**src/hdl/escape_sequence_decoder_macros.svh**
```systemverilog
// Assertion macros shared by the escape sequence decoder modules.
// Every module that uses them has a clock i_clk and an active-low reset i_rst_n.
`ifndef ESCAPE_SEQUENCE_DECODER_MACROS_SVH
`define ESCAPE_SEQUENCE_DECODER_MACROS_SVH

// The consequent must hold in the same cycle as the antecedent.
`define ESD_ASSERT_IMPL(label, ante, cons, msg) \
    label: assert property (@(posedge i_clk) disable iff (!i_rst_n) \
        (ante) |-> (cons)) else $error(msg);

// The consequent must hold in the cycle after the antecedent.
`define ESD_ASSERT_NEXT(label, ante, cons, msg) \
    label: assert property (@(posedge i_clk) disable iff (!i_rst_n) \
        (ante) |=> (cons)) else $error(msg);

`endif

```
**src/hdl/esd_pkg.sv**
```systemverilog
// Shared types, character constants and hex helpers for the escape sequence decoder.
// No dependencies.
package esd_pkg;

    // Characters that the decoder recognizes.
    localparam logic [7:0] CH_BSLASH  = 8'h5C;
    localparam logic [7:0] CH_R       = 8'h72;
    localparam logic [7:0] CH_N       = 8'h6E;
    localparam logic [7:0] CH_T       = 8'h74;
    localparam logic [7:0] CH_X       = 8'h78;
    localparam logic [7:0] CH_ZERO    = 8'h30;
    localparam logic [7:0] CH_NINE    = 8'h39;
    localparam logic [7:0] CH_LOWER_A = 8'h61;
    localparam logic [7:0] CH_LOWER_F = 8'h66;
    localparam logic [7:0] CH_UPPER_A = 8'h41;
    localparam logic [7:0] CH_UPPER_F = 8'h46;

    // Decoded control characters.
    localparam logic [7:0] CH_CR  = 8'h0D;
    localparam logic [7:0] CH_LF  = 8'h0A;
    localparam logic [7:0] CH_TAB = 8'h09;
    localparam logic [7:0] CH_NUL = 8'h00;

    // Queue between the front and the back end; depth is a power of two.
    localparam int QUEUE_DEPTH = 4;
    localparam int QUEUE_AW    = $clog2(QUEUE_DEPTH);
    localparam int QUEUE_CW    = $clog2(QUEUE_DEPTH + 1);

    // One classified input beat: up to four output bytes, first byte in slot 0.
    typedef struct packed {
        logic [3:0][7:0] bytes;
        logic [1:0]      cnt_m1;
        logic            last;
    } t_op;

    // True for 0-9, a-f and A-F.
    function automatic logic is_hex(input logic [7:0] b);
        return ((b >= CH_ZERO) && (b <= CH_NINE)) ||
               ((b >= CH_LOWER_A) && (b <= CH_LOWER_F)) ||
               ((b >= CH_UPPER_A) && (b <= CH_UPPER_F));
    endfunction

    // Nibble value of a hex digit; letters have a low nibble one above a/A.
    function automatic logic [3:0] hex_nibble(input logic [7:0] b);
        logic [3:0] v;
        if ((b >= CH_ZERO) && (b <= CH_NINE)) begin
            v = b[3:0];
        end else begin
            v = b[3:0] + 4'd9;
        end
        return v;
    endfunction

endpackage

```
**src/hdl/escape_sequence_decoder.sv**
```systemverilog
// Escape sequence decoder: decodes C-style escapes in a byte stream.
// Top level; instantiates esd_front, esd_queue and esd_back and imports esd_pkg.
//
// Usage:
//   Input channel: i_in_valid, i_in_byte, i_in_last, o_in_stall. A beat is taken
//   at a clock edge with i_in_valid high and o_in_stall low. i_in_last marks the
//   final character of a string.
//   Output channel: o_out_valid, o_out_byte, o_out_last, i_out_stall. A beat is
//   taken at a clock edge with o_out_valid high and i_out_stall low. o_out_last
//   marks the final decoded byte of a string.
//   Each source byte yields zero to four decoded bytes. The front end classifies
//   a beat in the cycle it is taken and writes the byte group into a four-entry
//   queue; the back end emits one byte per cycle from the queue head through an
//   output register while the receiver does not stall. With the queue empty, the
//   first decoded byte of a beat goes through the queue and the output register.
//   Throughput is one source byte per cycle while each beat gives at most one
//   byte and the receiver does not stall; a beat with more bytes holds the output
//   until all are sent, and o_in_stall rises when the queue fills.
//   When the receiver stalls, the output register holds its beat and the queue
//   absorbs up to four more groups before the input is stalled.
//   Reset (synchronous, active low) empties the queue and the output register
//   and returns the decoder to plain text.

module escape_sequence_decoder
    import esd_pkg::*;
(
    input  logic       i_clk,
    input  logic       i_rst_n,
    input  logic       i_in_valid,
    input  logic [7:0] i_in_byte,
    input  logic       i_in_last,
    output logic       o_in_stall,
    output logic       o_out_valid,
    output logic [7:0] o_out_byte,
    output logic       o_out_last,
    input  logic       i_out_stall
);

    logic q_full;
    logic q_empty;
    logic q_push;
    logic q_pop;
    t_op  push_op;
    t_op  head_op;

    // Phase tracking and classification.
    esd_front u_front (
        .i_clk   (i_clk),
        .i_rst_n (i_rst_n),
        .i_valid (i_in_valid),
        .i_byte  (i_in_byte),
        .i_last  (i_in_last),
        .i_full  (q_full),
        .o_stall (o_in_stall),
        .o_push  (q_push),
        .o_op    (push_op)
    );

    // Decoupling queue.
    esd_queue u_queue (
        .i_clk   (i_clk),
        .i_rst_n (i_rst_n),
        .i_push  (q_push),
        .i_op    (push_op),
        .i_pop   (q_pop),
        .o_full  (q_full),
        .o_empty (q_empty),
        .o_head  (head_op)
    );

    // Byte serializer and output register.
    esd_back u_back (
        .i_clk       (i_clk),
        .i_rst_n     (i_rst_n),
        .i_empty     (q_empty),
        .i_head      (head_op),
        .o_pop       (q_pop),
        .i_out_stall (i_out_stall),
        .o_out_valid (o_out_valid),
        .o_out_byte  (o_out_byte),
        .o_out_last  (o_out_last)
    );

endmodule

```
**src/hdl/esd_front.sv**
```systemverilog
// Front end: accepts source beats, tracks the escape phase and classifies each
// beat into a group of output bytes. Depends on esd_pkg and the macros header.
`include "escape_sequence_decoder_macros.svh"

module esd_front
    import esd_pkg::*;
(
    input  logic       i_clk,
    input  logic       i_rst_n,
    input  logic       i_valid,
    input  logic [7:0] i_byte,
    input  logic       i_last,
    input  logic       i_full,
    output logic       o_stall,
    output logic       o_push,
    output t_op        o_op
);

    localparam logic [1:0] PH_TEXT = 2'd0;
    localparam logic [1:0] PH_ESC  = 2'd1;
    localparam logic [1:0] PH_HEX1 = 2'd2;
    localparam logic [1:0] PH_HEX2 = 2'd3;

    logic [1:0]      r_phase;
    logic [1:0]      n_phase;
    logic [7:0]      r_held;
    logic [7:0]      n_held;
    logic            accept;
    logic            bs_open;
    logic [2:0]      num;
    logic [2:0]      num_m1;
    logic [3:0][7:0] bytes;

    assign accept  = i_valid && !i_full;
    assign o_stall = i_full;
    // A backslash that is not the final character opens an escape.
    assign bs_open = (i_byte == CH_BSLASH) && !i_last;

    // Classify the beat against the current phase.
    always_comb begin
        n_phase = PH_TEXT;
        n_held  = 8'h00;
        num     = 3'd0;
        bytes   = '0;
        unique case (r_phase)
            PH_TEXT: begin
                if (bs_open) begin
                    n_phase = PH_ESC;
                end else begin
                    bytes[0] = i_byte;
                    num      = 3'd1;
                end
            end
            PH_ESC: begin
                priority if (i_byte == CH_R) begin
                    bytes[0] = CH_CR;
                    num      = 3'd1;
                end else if (i_byte == CH_N) begin
                    bytes[0] = CH_LF;
                    num      = 3'd1;
                end else if (i_byte == CH_T) begin
                    bytes[0] = CH_TAB;
                    num      = 3'd1;
                end else if (i_byte == CH_BSLASH) begin
                    bytes[0] = CH_BSLASH;
                    num      = 3'd1;
                end else if (i_byte == CH_ZERO) begin
                    bytes[0] = CH_NUL;
                    num      = 3'd1;
                end else if (i_byte == CH_X) begin
                    if (i_last) begin
                        bytes[0] = CH_BSLASH;
                        bytes[1] = CH_X;
                        num      = 3'd2;
                    end else begin
                        n_phase = PH_HEX1;
                    end
                end else begin
                    // Unknown escape: literal backslash, then the byte as text.
                    bytes[0] = CH_BSLASH;
                    if (bs_open) begin
                        n_phase = PH_ESC;
                        num     = 3'd1;
                    end else begin
                        bytes[1] = i_byte;
                        num      = 3'd2;
                    end
                end
            end
            PH_HEX1: begin
                if (is_hex(i_byte) && !i_last) begin
                    n_held  = i_byte;
                    n_phase = PH_HEX2;
                end else begin
                    // Failed or truncated hex escape: replay the backslash and x.
                    bytes[0] = CH_BSLASH;
                    bytes[1] = CH_X;
                    if (bs_open) begin
                        n_phase = PH_ESC;
                        num     = 3'd2;
                    end else begin
                        bytes[2] = i_byte;
                        num      = 3'd3;
                    end
                end
            end
            PH_HEX2: begin
                if (is_hex(i_byte)) begin
                    bytes[0] = {hex_nibble(r_held), hex_nibble(i_byte)};
                    num      = 3'd1;
                end else begin
                    // Failed hex escape: replay backslash, x and the held digit.
                    bytes[0] = CH_BSLASH;
                    bytes[1] = CH_X;
                    bytes[2] = r_held;
                    if (bs_open) begin
                        n_phase = PH_ESC;
                        num     = 3'd3;
                    end else begin
                        bytes[3] = i_byte;
                        num      = 3'd4;
                    end
                end
            end
            default: begin
                n_phase = PH_TEXT;
            end
        endcase
    end

    // Hand the byte group to the queue; empty groups are dropped here.
    assign num_m1      = num - 3'd1;
    assign o_push      = accept && (num != 3'd0);
    assign o_op.bytes  = bytes;
    assign o_op.cnt_m1 = num_m1[1:0];
    assign o_op.last   = i_last;

    // Phase and held digit advance on each accepted beat.
    always_ff @(posedge i_clk) begin
        if (!i_rst_n) begin
            r_phase <= PH_TEXT;
            r_held  <= 8'h00;
        end else if (accept) begin
            r_phase <= n_phase;
            r_held  <= n_held;
        end
    end

    `ESD_ASSERT_NEXT(a_last_ends_escape, accept && i_last, r_phase == PH_TEXT, "phase not reset after final beat")
    `ESD_ASSERT_IMPL(a_held_is_hex, r_phase == PH_HEX2, is_hex(r_held), "held digit is not a hex digit")

endmodule

```
**src/hdl/esd_queue.sv**
```systemverilog
// Short queue of classified byte groups between the front and the back end.
// Depends on esd_pkg and the macros header.
`include "escape_sequence_decoder_macros.svh"

module esd_queue
    import esd_pkg::*;
(
    input  logic i_clk,
    input  logic i_rst_n,
    input  logic i_push,
    input  t_op  i_op,
    input  logic i_pop,
    output logic o_full,
    output logic o_empty,
    output t_op  o_head
);

    t_op                 r_mem [QUEUE_DEPTH];
    logic [QUEUE_AW-1:0] r_wr_ptr;
    logic [QUEUE_AW-1:0] r_rd_ptr;
    logic [QUEUE_CW-1:0] r_count;

    assign o_full  = (r_count == QUEUE_CW'(QUEUE_DEPTH));
    assign o_empty = (r_count == '0);
    assign o_head  = r_mem[r_rd_ptr];

    // Entry storage; no reset needed for payload.
    always_ff @(posedge i_clk) begin
        if (i_push) begin
            r_mem[r_wr_ptr] <= i_op;
        end
    end

    // Pointers and fill count.
    always_ff @(posedge i_clk) begin
        if (!i_rst_n) begin
            r_wr_ptr <= '0;
            r_rd_ptr <= '0;
            r_count  <= '0;
        end else begin
            if (i_push) begin
                r_wr_ptr <= r_wr_ptr + 1'b1;
            end
            if (i_pop) begin
                r_rd_ptr <= r_rd_ptr + 1'b1;
            end
            if (i_push && !i_pop) begin
                r_count <= r_count + 1'b1;
            end else if (i_pop && !i_push) begin
                r_count <= r_count - 1'b1;
            end
        end
    end

    `ESD_ASSERT_IMPL(a_no_overflow, i_push, r_count != QUEUE_CW'(QUEUE_DEPTH), "push into a full queue")
    `ESD_ASSERT_IMPL(a_no_underflow, i_pop, r_count != '0, "pop from an empty queue")

endmodule

```
**src/hdl/esd_back.sv**
```systemverilog
// Back end: walks the head byte group one byte per cycle, while the output is not stalled, into the output register.
// Depends on esd_pkg and the macros header.
`include "escape_sequence_decoder_macros.svh"

module esd_back
    import esd_pkg::*;
(
    input  logic       i_clk,
    input  logic       i_rst_n,
    input  logic       i_empty,
    input  t_op        i_head,
    output logic       o_pop,
    input  logic       i_out_stall,
    output logic       o_out_valid,
    output logic [7:0] o_out_byte,
    output logic       o_out_last
);

    logic [1:0] r_idx;
    logic       r_out_valid;
    logic [7:0] r_out_byte;
    logic       r_out_last;
    logic       load;
    logic       final_byte;

    // Load a new byte when one is waiting and the output slot is free or leaving.
    assign load       = !i_empty && (!r_out_valid || !i_out_stall);
    assign final_byte = (r_idx == i_head.cnt_m1);
    assign o_pop      = load && final_byte;

    // Position within the head group and output valid.
    always_ff @(posedge i_clk) begin
        if (!i_rst_n) begin
            r_idx       <= 2'd0;
            r_out_valid <= 1'b0;
        end else begin
            if (load) begin
                r_idx       <= final_byte ? 2'd0 : r_idx + 2'd1;
                r_out_valid <= 1'b1;
            end else if (!i_out_stall) begin
                r_out_valid <= 1'b0;
            end
        end
    end

    // Output payload; the last flag goes only on the final byte of a group.
    always_ff @(posedge i_clk) begin
        if (load) begin
            r_out_byte <= i_head.bytes[r_idx];
            r_out_last <= i_head.last && final_byte;
        end
    end

    assign o_out_valid = r_out_valid;
    assign o_out_byte  = r_out_byte;
    assign o_out_last  = r_out_last;

    `ESD_ASSERT_IMPL(a_mid_group_has_head, r_idx != 2'd0, !i_empty, "group position set with empty queue")

endmodule
```
**config.mk**
```make
export PLATFORM = sky130hd
export DESIGN_NAME = escape_sequence_decoder
export DESIGN_NICKNAME = d
export VERILOG_FILES = /design/src/hdl/esd_pkg.sv /design/src/hdl/escape_sequence_decoder.sv /design/src/hdl/esd_front.sv /design/src/hdl/esd_queue.sv /design/src/hdl/esd_back.sv
export VERILOG_INCLUDE_DIRS = /design/src /design/src/hdl
export SDC_FILE = /design/constraint.sdc
export NUM_CORES = 1
export LEC_CHECK = 0
export BUFFER_PORTS_ARGS = -buffer_cell sky130_fd_sc_hd__buf_2
export CAP_MARGIN = 20
export CORE_MARGIN = 3
export CORE_UTILIZATION = 57
export CTS_BUF_LIST = sky130_fd_sc_hd__clkbuf_16
export CTS_CLUSTER_DIAMETER = 100
export DETAILED_ROUTE_END_ITERATION = 8
export PLACE_DENSITY = 0.82
export SLEW_MARGIN = 20
export SYNTH_ARGS = -nofsm -noshare
export SYNTH_HDL_FRONTEND = slang
export SYNTH_SLANG_ARGS = --single-unit
```
**constraint.sdc**
```tcl
create_clock -name i_clk -period 5.85 [get_ports i_clk]
set_input_delay 1.17 -clock i_clk [delete_from_list [all_inputs] [get_ports i_clk]]
set_output_delay 1.17 -clock i_clk [all_outputs]
set_load 0.01 [all_outputs]
```
==> flow_metrics.env <==
export IMPL_worstSkewPairLatency_ns=0.42
export IMPL_min_path_cells=2
export IMPL_post_place_ws_ns=0.6656
export IMPL_clock_sinks=171
export IMPL_endpoint_kind="register"
export IMPL_cap_viol_max_count=0
export IMPL_fin_tns_setup_ns=0
export IMPL_dpl_hpwl_mm=9.745
export IMPL_path_clk_slew_ns=0.06
export IMPL_path_cells="buf_2 > inv_1 > ha_1 > inv_1 > o32ai_1 > o221ai_2 > o41ai_2 > a221oi_1 > ha_1 > o32ai_2 > ha_1 > inv_1 > fa_1 > xor2_1 > or3_1 > a21oi_1"
export IMPL_yosysTopAreaCell="edfxtp_1"
export IMPL_r2r_cells=13
export IMPL_start_util_pct=59.21
export IMPL_drive_gt1_share_pct=24.46
export IMPL_swShare_pct=26.27
export IMPL_cp_num_buf_inv=4
export IMPL_final_cell_mix="edfxtp_1 (149), mux4_2 (43), nand2_1 (30), buf_2 (23), dfxtp_1 (21)"
export IMPL_dieWidth_um=121.4
export IMPL_worstPathRequired_ns=6.19
export IMPL_area_growth_pct=10.79
export IMPL_worst_path_max_delay_cell="o41ai_2"
export IMPL_postRouteAntennaNets=0
export IMPL_hp_class="reg -> reg"
export IMPL_hold_violations=0
export IMPL_die_area_um2=14740
export IMPL_gp_congestion=0.9123
export IMPL_rows=41
export IMPL_final_setup_viol_count=0
export IMPL_routed_via_count=4350
export IMPL_ys_flop_type="edfxtp_1"
export IMPL_setup_slack_ns=1.049
export IMPL_synth_cell_types=71
export IMPL_use_met2_pct=35.58
export IMPL_drc=0
export IMPL_ys_seq_area_share_pct=64.72
export IMPL_drt_pass1_iter_count=5
export IMPL_worst_r2r_startpoint="u_front.r_phase[0]$_SDFFE_PN0P_"
export IMPL_antenna_found_initial=0
export IMPL_mostFrequentLayoutCell="edfxtp_1"
export IMPL_wire_per_inst_um=23.49
export IMPL_postCtsSetupRepairBufs=0
export IMPL_crit_fanout=12
export IMPL_top_usage_layer="met2"
export IMPL_outcome="finished, final reports clean"
export IMPL_htreeDepth=4
export IMPL_p_leak_nw=2.871
export IMPL_cp_arrival_ns=5.15
export IMPL_ir_worst_vdd_mv=0.2599
export IMPL_slew_violations=0
export IMPL_port_buffers=23
export IMPL_met3_usage_pct=4.103
export IMPL_fin_crit_ns=4.801
export IMPL_cts_made_buffers=17
export IMPL_syn_nets=496
export IMPL_finClkSkew_ns=0.007929
export IMPL_cts_resized=0
export IMPL_combPwrFrac_pct=20.9
export IMPL_track_usage_pct=23.18
export IMPL_clkPwrFrac_pct=31.9
export IMPL_slowest_delay_ns=0.42
export IMPL_r2r_end="u_queue.r_count[2]$_SDFFE_PN0P_"
export IMPL_die_h_um=121.4
export IMPL_startpoint_type="primary input"
export IMPL_min_delay_start="u_back.o_out_valid$_SDFFE_PN0P_"
export IMPL_synthTopCellsByArea="edfxtp_1 (59%), mux4_2 (13%), dfxtp_1 (5.8%)"
export IMPL_synthCells=468
export IMPL_rsz0062_at_grt="false"
export IMPL_n_antenna_cell=0
export IMPL_crit_type="in -> reg"
export IMPL_clock_path_buffers=2
export IMPL_synth_area_um2=7594
export IMPL_nets=522
export IMPL_grt_first_pass_wirelength_mm=24.94
export IMPL_grt_pass1_vias=4331
export IMPL_async_flop_share_pct=0
export IMPL_cts_tree="yes"
export IMPL_power_density_nw_per_um2=395.8
export IMPL_p_switching_uw=874.7
export IMPL_postCtsHoldBufs=0
export IMPL_overflow=0
export IMPL_post_route_period_util_pct=82.07
export IMPL_tightest_slew_ns=0.9721
export IMPL_cts_root_buf="clkbuf_16"
export IMPL_synth_seq_cells=171
export IMPL_yosys_area_top_type_share_pct=58.92
export IMPL_synth_edf_count=149
export IMPL_hold_path_endpoint="u_back.o_out_valid$_SDFFE_PN0P_"
export IMPL_grtUsageMet1_pct=32.09
export IMPL_avgSynthCellArea_um2=16.23
export IMPL_yosysWarnings=0
export IMPL_coreArea_um2=12820
export IMPL_initialDrtViolationCount=554
export IMPL_pwr_share_seq_pct=47.2
export IMPL_grt_max_degree=36
export IMPL_rrSetupSlack_ns=1.85
export IMPL_fillCellCount=913
export IMPL_fmax_ghz=0.2083
export IMPL_totalWireLength_mm=15.95
export IMPL_io_pins=24
export IMPL_relSlewSlack_pct=34.91
export IMPL_internal_power_mw=2.455
export IMPL_crit_family="compound AO/OA/AOI/OAI gates"
export IMPL_viasPerCell=6.406
power groups by stage:
stage,clock (mW),combinational (mW),sequential (mW)
after global placement,0,0.685,1.58
after detailed placement,0,0.703,1.59
after global routing,1.12,0.764,1.58
after CTS,1.07,0.709,1.57
final,1.06,0.696,1.57
after floorplan,0,0.498,1.60
Yosys cell counts, types with 5 or more instances:
master,number
buf_6,6
mux4_2,43
buf_2,6
clkbuf_1,9
inv_1,16
ha_1,14
nand2_1,30
xnor2_1,5
a21oi_1,15
mux2i_1,7
o21ai_0,15
nand4_1,7
dfxtp_1,22
nor3_1,5
nand3_1,6
nor2_1,16
and2_1,8
edfxtp_1,149
worst max-delay path by stage:
stage,start,endpoint,slack [ns],cells after the start
CTS,i_in_byte[0],u_queue.r_count[2]$_SDFFE_PN0P_,1.10,16
global route,i_in_byte[0],u_queue.r_count[2]$_SDFFE_PN0P_,0.68,16
floorplan,i_in_byte[0],u_queue.r_mem[0][0]$_DFFE_PP_,1.07,10
global placement,i_in_byte[0],u_queue.r_count[2]$_SDFFE_PN0P_,0.85,16
detailed placement,i_in_byte[0],u_queue.r_count[2]$_SDFFE_PN0P_,0.67,16
finish,i_in_byte[0],u_queue.r_count[2]$_SDFFE_PN0P_,1.05,16
state kept, by name (all words and copies together) (netlist names), named ones only:
| signal | cells |
|---|---|
| u_queue.r_count | 3 |
| u_queue.r_rd_ptr | 2 |
| u_front.r_held | 8 |
| u_back.o_out_last | 1 |
| u_queue.r_mem | 140 |
| u_front.r_phase | 2 |
| u_back.o_out_valid | 1 |
| u_queue.r_wr_ptr | 2 |
| u_back.r_idx | 2 |
| u_back.o_out_byte | 8 |
logic make-up after synthesis:
logic type / share of synthesized area (%)
AOI/OAI and AO/OA: 7.646
and+or+nand+nor: 7.629
DFF: 64.72
xor gates and xnor gates: 1.038
adders and majority gates: 2.570
muxes: 13.68
buffers and inverters: 2.719
area by class of cell:
| type | instances | area [um2] | area share (%) |
|---|---|---|---|
| Clock inverter | 13 | 97.59 | 1.160 |
| Timing Repair Buffer | 30 | 167.7 | 1.993 |
| Inverter | 17 | 63.81 | 0.7585 |
| Sequential cell | 171 | 4916 | 58.43 |
| Tap cell | 172 | 215.2 | 2.558 |
| Multi-Input combinational cell | 257 | 2477 | 29.45 |
| Clock buffer | 19 | 475.5 | 5.651 |
metal layers:
layer / wire length [um] / vias to the layer above
met1: 6650 / 2181
li1: - / 1917
met4: 556 / 0
met3: 990 / 44
met2: 7751 / 208
met5: 0 / -
metrics by stage:
step / util (%) / hold WS (ns) / cell area [um2] / cells / total power [mW]
after floorplan: - / 0.4395 / 7594 / 468 / 2.093
after global placement: 61.13 / 0.4543 / 7840 / 647 / 2.266
after detailed placement: 61.13 / 0.4619 / 7840 / 647 / 2.297
after CTS: 65.60 / 0.4715 / 8413 / 679 / 3.354
after global routing: 65.60 / 0.5000 / 8413 / 679 / 3.467
final: 65.60 / 0.4748 / 8413 / 679 / 3.330
worst register-to-register path, cell delays in order, from the launching register on:
cell      delay, ns
dfxtp_1        0.60
inv_1          0.24
a311oi_1       0.30
nand2b_1       0.15
nor3_1         0.67
a21oi_1        0.11
ha_1           0.24
o32ai_2        0.27
ha_1           0.27
inv_1          0.06
fa_1           0.37
xor2_1         0.18
or3_1          0.30
a21oi_1        0.16
Note: power is estimated with default switching activity, not from simulation.
